**src/rtl/core/rmq_div.sv**
```systemverilog
// Pipelined restoring divider for one quotient component: one quotient bit per stage.
// Depends on nothing outside itself; stalls with the shared enable.
module rmq_div #(
  parameter int unsigned NumW = 36,
  parameter int unsigned DenW = 20,
  parameter int unsigned QW   = 36
) (
  input  logic            clk_i,
  input  logic            en_i,
  input  logic [NumW-1:0] num_i,
  input  logic [DenW-1:0] den_i,
  output logic [QW-1:0]   quo_o
);

  // Each stage holds the remaining dividend bits, the partial remainder, the divisor and the quotient so far.
  logic [NumW-1:0] num_q [QW+1];
  logic [DenW:0]   rem_q [QW+1];
  logic [DenW-1:0] den_q [QW+1];
  logic [QW-1:0]   quo_q [QW+1];

  always_comb begin
    num_q[0] = num_i;
    rem_q[0] = '0;
    den_q[0] = den_i;
    quo_q[0] = '0;
  end

  for (genvar k = 0; k < QW; k++) begin : g_stage
    logic [DenW+1:0] trial;
    logic            fits;
    assign trial = {rem_q[k], num_q[k][NumW-1]};
    assign fits  = trial >= {2'b00, den_q[k]};
    always_ff @(posedge clk_i) begin
      if (en_i) begin
        num_q[k+1] <= {num_q[k][NumW-2:0], 1'b0};
        rem_q[k+1] <= fits ? (DenW+1)'(trial - {2'b00, den_q[k]}) : trial[DenW:0];
        den_q[k+1] <= den_q[k];
        quo_q[k+1] <= {quo_q[k][QW-2:0], fits};
      end
    end
  end

  assign quo_o = quo_q[QW];

endmodule

```
**config.mk**
```make
export PLATFORM = sky130hd
export DESIGN_NAME = rmq_div
export DESIGN_NICKNAME = d
export VERILOG_FILES = /design/src/rtl/core/rmq_div.sv
export SDC_FILE = /design/constraint.sdc
export NUM_CORES = 2
export LEC_CHECK = 0
export BUFFER_PORTS_ARGS = -buffer_cell sky130_fd_sc_hd__buf_4
export CELL_PAD_IN_SITES_DETAIL_PLACEMENT = 1
export CELL_PAD_IN_SITES_GLOBAL_PLACEMENT = 1
export CORE_MARGIN = 5
export CORE_UTILIZATION = 45
export DETAILED_ROUTE_END_ITERATION = 8
export GPL_TIMING_DRIVEN = 1
export PLACE_DENSITY = 0.75
export SLEW_MARGIN = 20
export SYNTH_ARGS = -nofsm -noshare
export SYNTH_HDL_FRONTEND = slang
export SYNTH_SLANG_ARGS = --single-unit
```
**constraint.sdc**
```tcl
create_clock -name clk_i -period 5.4 [get_ports clk_i]
set_input_delay 0.27 -clock clk_i [delete_from_list [all_inputs] [get_ports clk_i]]
set_output_delay 0.27 -clock clk_i [all_outputs]
set_load 0.01 [all_outputs]
```
== Yosys cells after proc, flatten, opt, wreduce, memory -nomap -nowiden ==
Cells that the tools add are included.

* Bits in registers: 2731
* Input port bits: 58
* Output and inout port bits: 36
* Logic and storage cells: 248

* Add/sub/neg operators: 35
* $lt $le $gt $ge: 36
* Multiplexer cells: 35

{| class="wikitable"
|+ Operator list
! kind !! count
|-
| $ge A22 B20 Y1 || 35
|-
| $mux W21 || 34
|-
| $sub A21 B20 Y21 || 34
|-
| $sub A1 B20 Y21 || 1
|-
| $ge A1 B20 Y1 || 1
|-
| $mux W1 || 1
|}

== Longest topological paths before layout ==
* Depth after elaboration: 2
* Depth in mapped cells: 15
* Mapped depth without buffers: 13

== Least setup slack after synthesis ==
Ideal clock, no wire load.

* Kind: register to register
* Start: register num_q (netlist bit g_stage[34].trial[0])
* End: register rem_q (netlist bit g_stage[35].trial[13]), data pin
* Library setup time: 0.260 ns
* Data arrival time: 3.038 ns
* Data required time: 5.140 ns
* Slack: 2.103 ns
* Stages on the path, launching flop included: 14
* Buffers on the path: 1
* Clock period less this slack: 3.297 ns
* Path through: edfxtp_1 > inv_1 > ha_1 > inv_1 > fa_1 > a21o_1 > a21oi_1 > o21bai_1 > a221o_1 > a2111oi_2 > nor3_2 > a41oi_2 > buf_6 > mux2_2

* Longest elaborated chain between the ends: 2
* Elaborated cells on any way between the ends: 3
* Classes of those cells: add/sub (1); order compare (1); mux (1)

{| class="wikitable"
|+ Ends and longest elaborated chain
! what !! line !! text
|-
| start, declared || 16 || <nowiki>logic [NumW-1:0] num_q [QW+1];</nowiki>
|-
| start signal, assigned by index || 35 || <nowiki>num_q[k+1] <= {num_q[k][NumW-2:0], 1'b0};</nowiki>
|-
| $sub A21 B20 Y21 or $ge A22 B20 Y1 (tied branches) || 36, 32 ||
|-
| $mux W21 (*) || 36 || <nowiki>rem_q[k+1] <= fits ? (DenW+1)'(trial - {2'b00, den_q[k]}) : trial[DenW:0];</nowiki>
|-
| end signal, assigned by index || 36 ||
|-
| end, declared || 17 || <nowiki>logic [DenW:0] rem_q [QW+1];</nowiki>
|}

Every way passes the cells marked *; elsewhere a longest branch is shown, timed or not.
A chain may end at the register's enable or synchronous reset.

== Worst setup path after layout ==
* Start: register num_q (netlist bit g_stage[11].trial[0])
* End: register rem_q (netlist bit g_stage[12].trial[2]), data pin

The elaborated chain is that of the path after synthesis.

==> impl_results.md <==
- Yosys reg bits: 2731
- DRC: 0
- # setup viols final: 0
- Pin count of the biggest net entering global routing: roughly 190
- First-pass GRT wire length: around 450000 um
- Routability Congestion: between 0.8 and 0.9
- Startpoint Class: flop
- Crit Path Class: reg -> reg
- Initial antenna violation count: 5
- Unrepaired setup endpoints after global routing: false
- Num rows: 194
- Clock Pin Slew Worst Setup and Hold Paths: roughly 0.060 ns
- Leak pwr: roughly 55 nW
- DP Area: between 100000 and 150000 um2
- Synth top area share: 64.9%
- Async set-reset flop share out of synthesis: 0%
- Worst Setup End Kind: flop
- Max Cap Viol: 0
- CP required: 6.04 ns
- Post-Route Skew: between 0.04 and 0.05 ns
- Mapped Cells: around 9700
- Slowest cell on crit path: a21oi_2
- CTS tree: yes
- Syn nets: ~10000
- Final Max Tran Viols: 0
- Worst vdd ir: approximately 280 uV
- Via Count: 75416
- H-tree depth: 5
- Post-route ant nets: 0
- Via density: 5.43
- Fin crit period: about 4.3 ns
- Number of flops mapped to enable cells by yosys: roughly 2700
- Filler instances: ~28000
- Placed cells: between 10000 and 15000
- Vias in the first global route: ~80000
- Die area: just under 300000 um2
- Post-CTS Resized: 0
- Boundary pin count: between 90 and 100
- Post-Route WL: roughly 290000 um
- Initial DRC count: 4724
- Worst slew pin tran: 1.04 ns
- Seq/Total Area, Yosys: between 60% and 70%
- Hold Path Class: in -> reg
- Synth cell types: between 90 and 100
- Ys Warns: 0
- Critical path's largest stage delay: 0.66 ns
- Wire per inst: approximately 21 um
- Gr usage total: approximately a fifth
- Synth area leader: edfxtp_1
- Status: complete, no violations
- Final #Nets: 10736
- Starting Density: 45.2%
- Layout Cells excl Fill: 13901
- Final hold vios: 0
- Final worst-path cycle share: about four fifths
- Synth-to-layout area growth: 12.2%
- Core box area: between 200000 and 300000 um2
- Share of post-route cells with drive strength above 1: under 10%
- DRT Pass-1 Iters: 5
- Worst Path Max Fanout: 18
- Worst Path Arrival: approximately 5.0 ns
- CTS Root Cell: clkbuf_16
- Detailed Place HPWL: 206000 um
- Setup bufs post-CTS: 0
- Area of the multi-input gates: ~40000 um2
- TritonCTS buffer count: between 300 and 400
- Grt total ovfl: 0
- CTS sink count: 2731
- Max clock buf depth: 4
- Latest clock arrival within the worst-skew pair: 0.90 ns
- Die Wd: between 500 and 600 um
- Commonest cells post-synth: edfxtp_1 (2731), inv_1 (929), nand2_1 (712)
- Sum Neg Setup Slack: 0 ns
- F_max: roughly 230 MHz
- Max-slew headroom: roughly 30%
- Reg area: 82000 um2
- Cell chain of the critical path: inv_1 -> ha_1 -> inv_1 -> fa_1 -> a21o_1 -> a21oi_1 -> o21ai_0 -> a221oi_1 -> o21a_1 -> o21ai_0 -> a21oi_2 -> buf_4 -> mux2_2
- Most common cell in the netlist: edfxtp_1
- Power per cell area: between 500 and 600 nW/um2
- Final Instance Area: 142000 um2
- Die height: approximately 540 um
- Syn Area/Cell: around 13 um2
- Top_reg_cell synth: edfxtp_1
- Synth Cell Area: between 100000 and 150000 um2
- Synth area leaders: edfxtp_1 (65%), ha_1 (6.9%), inv_1 (2.8%)
- Port Buffers: 93
[worst paths after layout]
kind,start,end,slack (ns),cells after the start
max,g_stage[11].trial[0]$_DFFE_PP_,g_stage[12].trial[2]$_DFFE_PP_,1.07,13
min,num_i[19],num_q[1280]$_DFFE_PP_,0.1,2
max reg2reg,g_stage[11].trial[0]$_DFFE_PP_,g_stage[12].trial[2]$_DFFE_PP_,1.07,13
min reg2reg,quo_q[262]$_DFFE_PP_,quo_q[227]$_DFFE_PP_,0.40,0
[worst max-delay path: cells and delay by family, from the launching register on]
| family | cells | cell delay (ns) |
|---|---|---|
| flip-flops | 1 | 0.38 |
| AO/OA/AOI/OAI | 7 | 2.30 |
| buffers and inverters | 3 | 0.48 |
| adder cells (fa/ha/maj) | 2 | 0.58 |
| multiplexers | 1 | 0.35 |
[report_power, final]
group	internal [mW]	switching (mW)
registers	29.3	2.77
clock network	11.7	8.50
logic	11.9	16.7
[flip-flops by register name, indices dropped and copies added (netlist names)]
name	cells
den_q	700
g_stage.trial	770
num_q	595
quo_o	36
quo_q	630
[timing repair]
action                                  CTS  global route
hold endpoints to repair                 81             0
endpoints found under the setup margin    0             0
hold buffers                             57             0
[per-stage QoR]
stage	power (mW)	setup WS, ns	utilization (%)	hold slack, ns
5_1_grt	85.9	0.874	50.7	0.0490
4_1_cts	81.4	1.12	50.7	0.00788
2_1_floorplan	52.1	2.10	-	0.369
3_5_place_dp	60.6	1.13	47.1	0.405
3_3_place_gp	59.4	1.29	47.1	0.400
6_report	80.7	1.07	50.7	0.0962
[kinds of logic (layout without fill, tap and decap cells)]
family	after synthesis	count (layout)	share of synthesized area [%]
AND/OR/NAND/NOR	1922	1922	7.00
adder cells (fa/ha/maj)	736	736	7.48
other	0	2	0
XOR/XNOR	571	571	3.96
flip-flops	2731	2731	64.9
buffers and inverters	1169	1692	3.67
multiplexers	169	169	1.50
AO/OA/AOI/OAI	2354	2354	11.5
[layer usage]
| layer | GRT usage, % | vias up | wire, um |
|---|---|---|---|
| met4 | 5.26 | 0 | 7800 |
| met5 | 0 | - | 0 |
| met2 | 33.9 | 1203 | 144000 |
| met3 | 2.55 | 464 | 9600 |
| li1 | - | 36117 | - |
| met1 | 25.2 | 37632 | 127000 |
[layout by cell type, fill, tap and decap left out, types with 47 or more instances in the layout]
master,instances
o31ai_1,55
dlygate4sd3_1,57
o21bai_1,108
nand3_1,116
clkinv_1,60
a21o_1,353
mux2_2,153
buf_4,149
and3_1,70
clkbuf_16,304
a21oi_1,686
xnor2_1,328
clkinv_2,47
nor4_1,48
nor2_1,479
nand4_1,98
o21ai_0,680
clkbuf_1,51
edfxtp_1,2731
nand2b_1,70
nor2b_1,84
inv_1,929
ha_1,702
o21a_1,76
nand2_1,712
xor2_1,243
nor3_1,113
[layout make-up]
class,count,share of cell area (%)
diodes,2,0.00353
clock buffers,355,5.50
clock inverters,181,1.36
inverters,930,2.46
multi-input cells,5752,28.1
flip-flops and latches,2731,57.8
well taps,3724,3.28
repair buffers,226,1.48
Power figures use the tool's default switching activity.
