==> config.mk <==
export PLATFORM = sky130hd
export DESIGN_NAME = rmq_sqrt
export DESIGN_NICKNAME = d
export VERILOG_FILES = /design/src/rtl/core/rmq_sqrt.sv
export SDC_FILE = /design/constraint.sdc
export NUM_CORES = 1
export LEC_CHECK = 0
export ABC_AREA = 1
export BUFFER_PORTS_ARGS = -buffer_cell sky130_fd_sc_hd__clkbuf_2
export CORE_UTILIZATION = 35
export DETAILED_ROUTE_END_ITERATION = 12
export SLEW_MARGIN = 30
export SYNTH_ARGS = -nofsm -noshare
export SYNTH_HDL_FRONTEND = slang
export SYNTH_SLANG_ARGS = --single-unit
==> constraint.sdc <==
create_clock -name clk_i -period 1.79 [get_ports clk_i]
set_input_delay 0.358 -clock clk_i [delete_from_list [all_inputs] [get_ports clk_i]]
set_output_delay 0.358 -clock clk_i [all_outputs]
set_load 0.02 [all_outputs]
==> src/rtl/core/rmq_sqrt.sv <==
// Pipelined bit-by-bit integer square root, one result bit per stage.
// Depends on nothing outside itself; stalls with the shared enable.
module rmq_sqrt #(
  parameter int unsigned RadW = 36
) (
  input  logic              clk_i,
  input  logic              en_i,
  input  logic [RadW-1:0]   rad_i,
  output logic [RadW/2-1:0] root_o
);

  localparam int unsigned RootW = RadW / 2;

  logic [RadW-1:0]  val_q [RootW+1];
  logic [RootW+1:0] rem_q [RootW+1];
  logic [RootW-1:0] root_q [RootW+1];

  always_comb begin
    val_q[0]  = rad_i;
    rem_q[0]  = '0;
    root_q[0] = '0;
  end

  for (genvar k = 0; k < RootW; k++) begin : g_stage
    logic [RootW+1:0] trial;
    logic [RootW+1:0] test;
    logic             fits;
    assign trial = {rem_q[k][RootW-1:0], val_q[k][RadW-1 -: 2]};
    assign test  = {root_q[k], 2'b01};
    assign fits  = trial >= test;
    always_ff @(posedge clk_i) begin
      if (en_i) begin
        val_q[k+1]  <= {val_q[k][RadW-3:0], 2'b00};
        rem_q[k+1]  <= fits ? trial - test : trial;
        root_q[k+1] <= {root_q[k][RootW-2:0], fits};
      end
    end
  end

  assign root_o = root_q[RootW];

endmodule

After elaboration in Yosys (flattened, before gate mapping)

Index checks and enable logic that the tools add are counted.

Register bits after elaboration: 768
Input bits: 38
Logic and storage cells: 105
Output and inout port bits: 18

Add/subtract/negate cells: 17
Magnitude comparators: 18
Muxes and demuxes: 17

Operator list:

| cell             | count |
|---|---|
| $mux W18         | 16 |
| $ge A20 B10 Y1   | 1 |
| $ge A20 B11 Y1   | 1 |
| $ge A20 B12 Y1   | 1 |
| $ge A20 B13 Y1   | 1 |
| $ge A20 B14 Y1   | 1 |
| $ge A20 B15 Y1   | 1 |
| $ge A20 B16 Y1   | 1 |
| $ge A20 B17 Y1   | 1 |
| $ge A20 B18 Y1   | 1 |
| $ge A20 B19 Y1   | 1 |
| $ge A20 B3 Y1    | 1 |
| $ge A20 B4 Y1    | 1 |
| $ge A20 B5 Y1    | 1 |
| $ge A20 B6 Y1    | 1 |
| $ge A20 B7 Y1    | 1 |
| $ge A20 B8 Y1    | 1 |
| $ge A20 B9 Y1    | 1 |
| $sub A18 B10 Y18 | 1 |
| $sub A18 B11 Y18 | 1 |
| $sub A18 B12 Y18 | 1 |
| $sub A18 B13 Y18 | 1 |
| $sub A18 B14 Y18 | 1 |
| $sub A18 B15 Y18 | 1 |
| 13 further kinds | 13 |

Depth between registers and ports, before layout

Depth in word-level cells: 2
Mapped depth: 14
Depth with buffers taken out: 14

Least setup slack after synthesis

Ideal clock, no wire load.

Path kind: reg2reg
Start point: register rem_q (netlist bit g_stage[5].trial[3])
End point: register rem_q (netlist bit g_stage[6].trial[5]), data pin
Period minus slack after synthesis: 1916 ps
Library setup time: 257 ps
Stages on the path, launching flop included: 9
Arrival: 1659 ps
Slack: -126 ps
Data required time: 1533 ps
Buffers on the path: 1
Cell sequence: edfxtp_1 -> ha_1 -> a21oi_1 -> o21ai_2 -> a21oi_2 -> nand3_4 -> inv_2 -> buf_6 -> o21ai_2

Word-level cells in the longest chain between the ends: 2
Elaborated cells between the ends (all ways): 3
Those cells by class: 1 x add/sub; 1 x order compare; 1 x mux

RTL lines:

| element                         | RTL line | text |
|---|---|---|
| start, declared                 | 15       | `logic [RootW+1:0] rem_q [RootW+1];` |
| start signal, assigned by index | 34       | `rem_q[k+1] <= fits ? trial - test : trial;` |
| $ge A20 B7 Y1                   | 30       | `assign fits = trial >= test;` |
| net g_stage[5].fits             | 27       | `logic fits;` |
| $mux W18                        | 34       |  |

The timed path passes the listed nets, and every way through them passes these cells.
A chain may end at the register's enable or synchronous reset.

Worst setup path in the final report

Start point: register root_q (netlist bit g_stage[13].test[7])
End point: register rem_q (netlist bit g_stage[14].trial[2]), data pin

Word-level cells in the longest chain between the ends: 2

RTL lines:

| element                         | RTL line | text |
|---|---|---|
| start, declared                 | 16       | `logic [RootW-1:0] root_q [RootW+1];` |
| start signal, assigned by index | 35       | `root_q[k+1] <= {root_q[k][RootW-2:0], fits};` |
| $ge A20 B15 Y1                  | 30       |  |
| $mux W18                        | 34       |  |

Every way passes these cells.

==> metrics <==
outcome finished, violations left; failing checks negative setup slack; worst slack at placement -0.433 ns; cell with the most instances after synthesis sky130_fd_sc_hd__nand2_1; final instance count without filler cells ~6.7k; depth of the critical timing path with buffers and inverters included 11; Arr. time, crit path approximately 2.5 ns; clock network fraction of design power slightly below 30%; final weighted congestion in routability-driven placement between 0.8 and 0.9; cell-internal power slightly above 40,000 uW; number of iterations in the first detailed-routing pass 5; final routed wirelength across all metal layers approximately 100 mm; Remaining Overflow, GRT 0; Synthesized Nets a little over 4k; fill cell total of the finished layout 9,229; cell mode on critical path sky130_fd_sc_hd__nand2_2; via count of the first global-routing pass around 31k; depth of the worst hold-timing path 1; number of cells traversed by the worst register-to-register path 11; CTS HTree Levels 3; Antenna Diode Count 0; Total Die Area about 110,000 sq um; power per cell area between 900 and 1000 nW/um^2; worst clock skew approximately 0.036 ns; switching fraction of total power a little under a third; largest area contributor in the netlist sky130_fd_sc_hd__edfxtp_1; Area growth syn-to-layout 51.1%; area of the core approximately 110,000 sq um; leakage dissipation roughly 0.025 uW; overall track demand over capacity in global routing ~17%; Die Height 335 microns; detailed route wirelength on metal3 about 3.3 mm; IO Count 56; CP Capture Type flip-flop; setup repair after global routing missed its margin yes; Port Buffer Count 55; critical path, cell by cell inv_2 > ha_4 > nand2_2 > nand2_2 > o21bai_4 > inv_2 > nand2_2 > nand2_2 > nand3_4 > buf_6 > xor2_1; register share of total power 40.2%; CTS Buf Count 85; count of final setup violators around 280; combinational power share between 30 and 40%; uppermost layer routed met4; proportion of register bits with asynchronous set or reset after synthesis 0%; distinct cell type count after synthesis 51; total placed instance area ~49,000 sq um; share of the cycle needed by the critical path after routing 115%; Startpoint Class flip-flop; crit path buf inv count 3; count of nets left with antenna violations after detail routing 0; Avg Synthesized Cell Area between 9 and 10 sq um; drt first-iter violations roughly 1.7k; number of enable-type register cells in the synthesized netlist approximately 760; post-route design area around 59,000 sq um; combined area of all synthesized cells between 30,000 and 40,000 sq um; highest ir drop seen on vdd around 0.9 mV; min-delay worst type in2reg; clock period minus worst slack 2.06 ns; Std-Cell Rows between 100 and 150; clock root cell sky130_fd_sc_hd__clkbuf_16; DRC Markers 0; fraction of layout instances using a drive strength above 1 between 40% and 50%; CTS tree yes; cell types with the highest counts after synthesis sky130_fd_sc_hd__nand2_1 (1,102), sky130_fd_sc_hd__edfxtp_1 (763), sky130_fd_sc_hd__inv_1 (563), sky130_fd_sc_hd__nor2_1 (295), sky130_fd_sc_hd__nand3_1 (230); CTS sink cnt approximately 760; Die X 335 microns; wire length of the first global-routing pass ~160 mm; switching power 17,500 uW; Yosys Warn Count 0; Synth area leaders sky130_fd_sc_hd__edfxtp_1 (59%), sky130_fd_sc_hd__nand2_1 (11%), sky130_fd_sc_hd__ha_1 (6.1%); Clock Latency Late Sink between 0.6 and 0.7 ns; Largest delay share family, worst path simple AND/OR/NAND/NOR gates; area share of the largest cell type after synthesis about three fifths; final count of hold timing violations 0; Max Cap Violations 0; total routed wire length on the met1 layer around 44 mm; flip-flop and latch count after synthesis 763; nets 5,360; path type of the worst setup path reg2reg; fraction of the yosys area taken by sequential cells 58.9%; number of antenna violations at the first check in global routing 0; most common flop cell mapped by yosys sky130_fd_sc_hd__edfxtp_1; Critical Path Slowest Stage Cell sky130_fd_sc_hd__edfxtp_1; clock-pin slew of the registers on the worst-case setup and hold paths 0.06 ns; required time reported for the critical path endpoint 2.19 ns; average vias per placed instance approximately 4.6; DR WL met2 between 50 and 60 mm; final number of max-transition violations 0; mean routed wirelength per cell 15.0 microns; effective utilization at floorplan between 30 and 40%; cell total after placement a little over 6k; stage delay of the slowest cell on the critical path around 0.41 ns; highest fanout seen on the critical path 7; maximum number of pins on one net before global-route repair 86; total number of vias 30.7k; Max clock buf depth 3; placed wire-length estimate between 60 and 70 mm; setup slack after layout -0.273 ns; Max Fclk between 400 and 500 MHz; gate count of the mapped netlist 3,894
-- final timing paths --
path / start / slack, ns / to
setup / recovery: g_stage[13].test[7] / -0.27 / g_stage[14].trial[2]
hold / removal: en_i / 0.07 / val_q[614]
setup reg to reg: g_stage[13].test[7] / -0.27 / g_stage[14].trial[2]
hold reg to reg: val_q[515] / 0.41 / val_q[481]
-- final cells by class --
type / count / area [sq um] / share of cell area, %
clock buffers: 109 / 2280 / 3.88
multi-input cells: 2521 / 19200 / 32.7
flip-flops and latches: 763 / 22900 / 39.0
inverters: 582 / 2310 / 3.92
repair inverters: 11 / 131 / 0.223
well taps: 1476 / 1850 / 3.14
clock inverters: 42 / 417 / 0.709
repair buffers: 1168 / 9660 / 16.4
-- metal layers --
metal  up-vias  global-route usage (%)
met1     14500                    22.2
li1      15500                       -
met4         0                    5.28
met3       150                    2.15
met5         -                       0
met2       524                    30.8
-- cells by family after synthesis --
logic type,Yosys count,synth area share (%)
flip-flops,763,58.9
buffers and inverters,612,6.38
adder cells (fa/ha/maj),190,6.11
other,1,0.00964
AND/OR/NAND/NOR,1832,20.1
XOR/XNOR,126,2.86
AO/OA/AOI/OAI,370,5.63
-- cells in the final DEF (no fill, tap or decap), drive strengths merged --
cell         count
a211oi           2
a21boi           1
a21o             4
a21oi          195
a31oi            1
and2             4
and3             5
buf           1075
bufinv           5
clkbuf         165
clkinv          33
clkinvlp         6
conb             1
dlygate4sd3     37
edfxtp         763
ha             190
inv            591
nand2         1130
nand3          239
nand3b          41
nand4           44
nor2           314
nor2b            1
nor3            39
nor3b            1
nor4             5
o211ai           4
o21a             4
o21ai          149
o21bai           9
o31ai            1
or2             11
xnor2           42
xor2            84
-- per-stage QoR --
stage                     TNS, ns  hold slack [ns]  total power [uW]  utilization, %
after floorplan             -2.77            0.400             30600               -
after global placement     -54.37            0.401             36500            44.5
after detailed placement   -58.23            0.405             36600            44.5
after CTS                  -33.00           0.0248             56700            51.7
after global routing       -60.46           0.0533             60800            53.7
final                      -37.56           0.0688             57900            53.7
-- state kept, by name, summed over array words and instances (netlist names) --
register,cells
g_stage.test,153
g_stage.trial,320
root_o,18
val_q,272
-- power groups by stage --
stage	clock, uW	combinational (uW)	sequential (uW)
5_1_grt	18100	19300	23500
6_report	17000	17600	23300
4_1_cts	17400	15900	23300
3_5_place_dp	0	13000	23600
2_1_floorplan	0	7390	23200
3_3_place_gp	0	12900	23600
-- repair_timing --
item / CTS / global route
hold endpoints to repair: 37 / 0
gates cloned: 18 / 2
setup endpoints to repair: 297 / 299
buffers inserted: 210 / 93
resized for setup: 864 / 434
pin swaps: 320 / 230
hold buffers: 37 / 0
(Power assumes the default switching activity.)
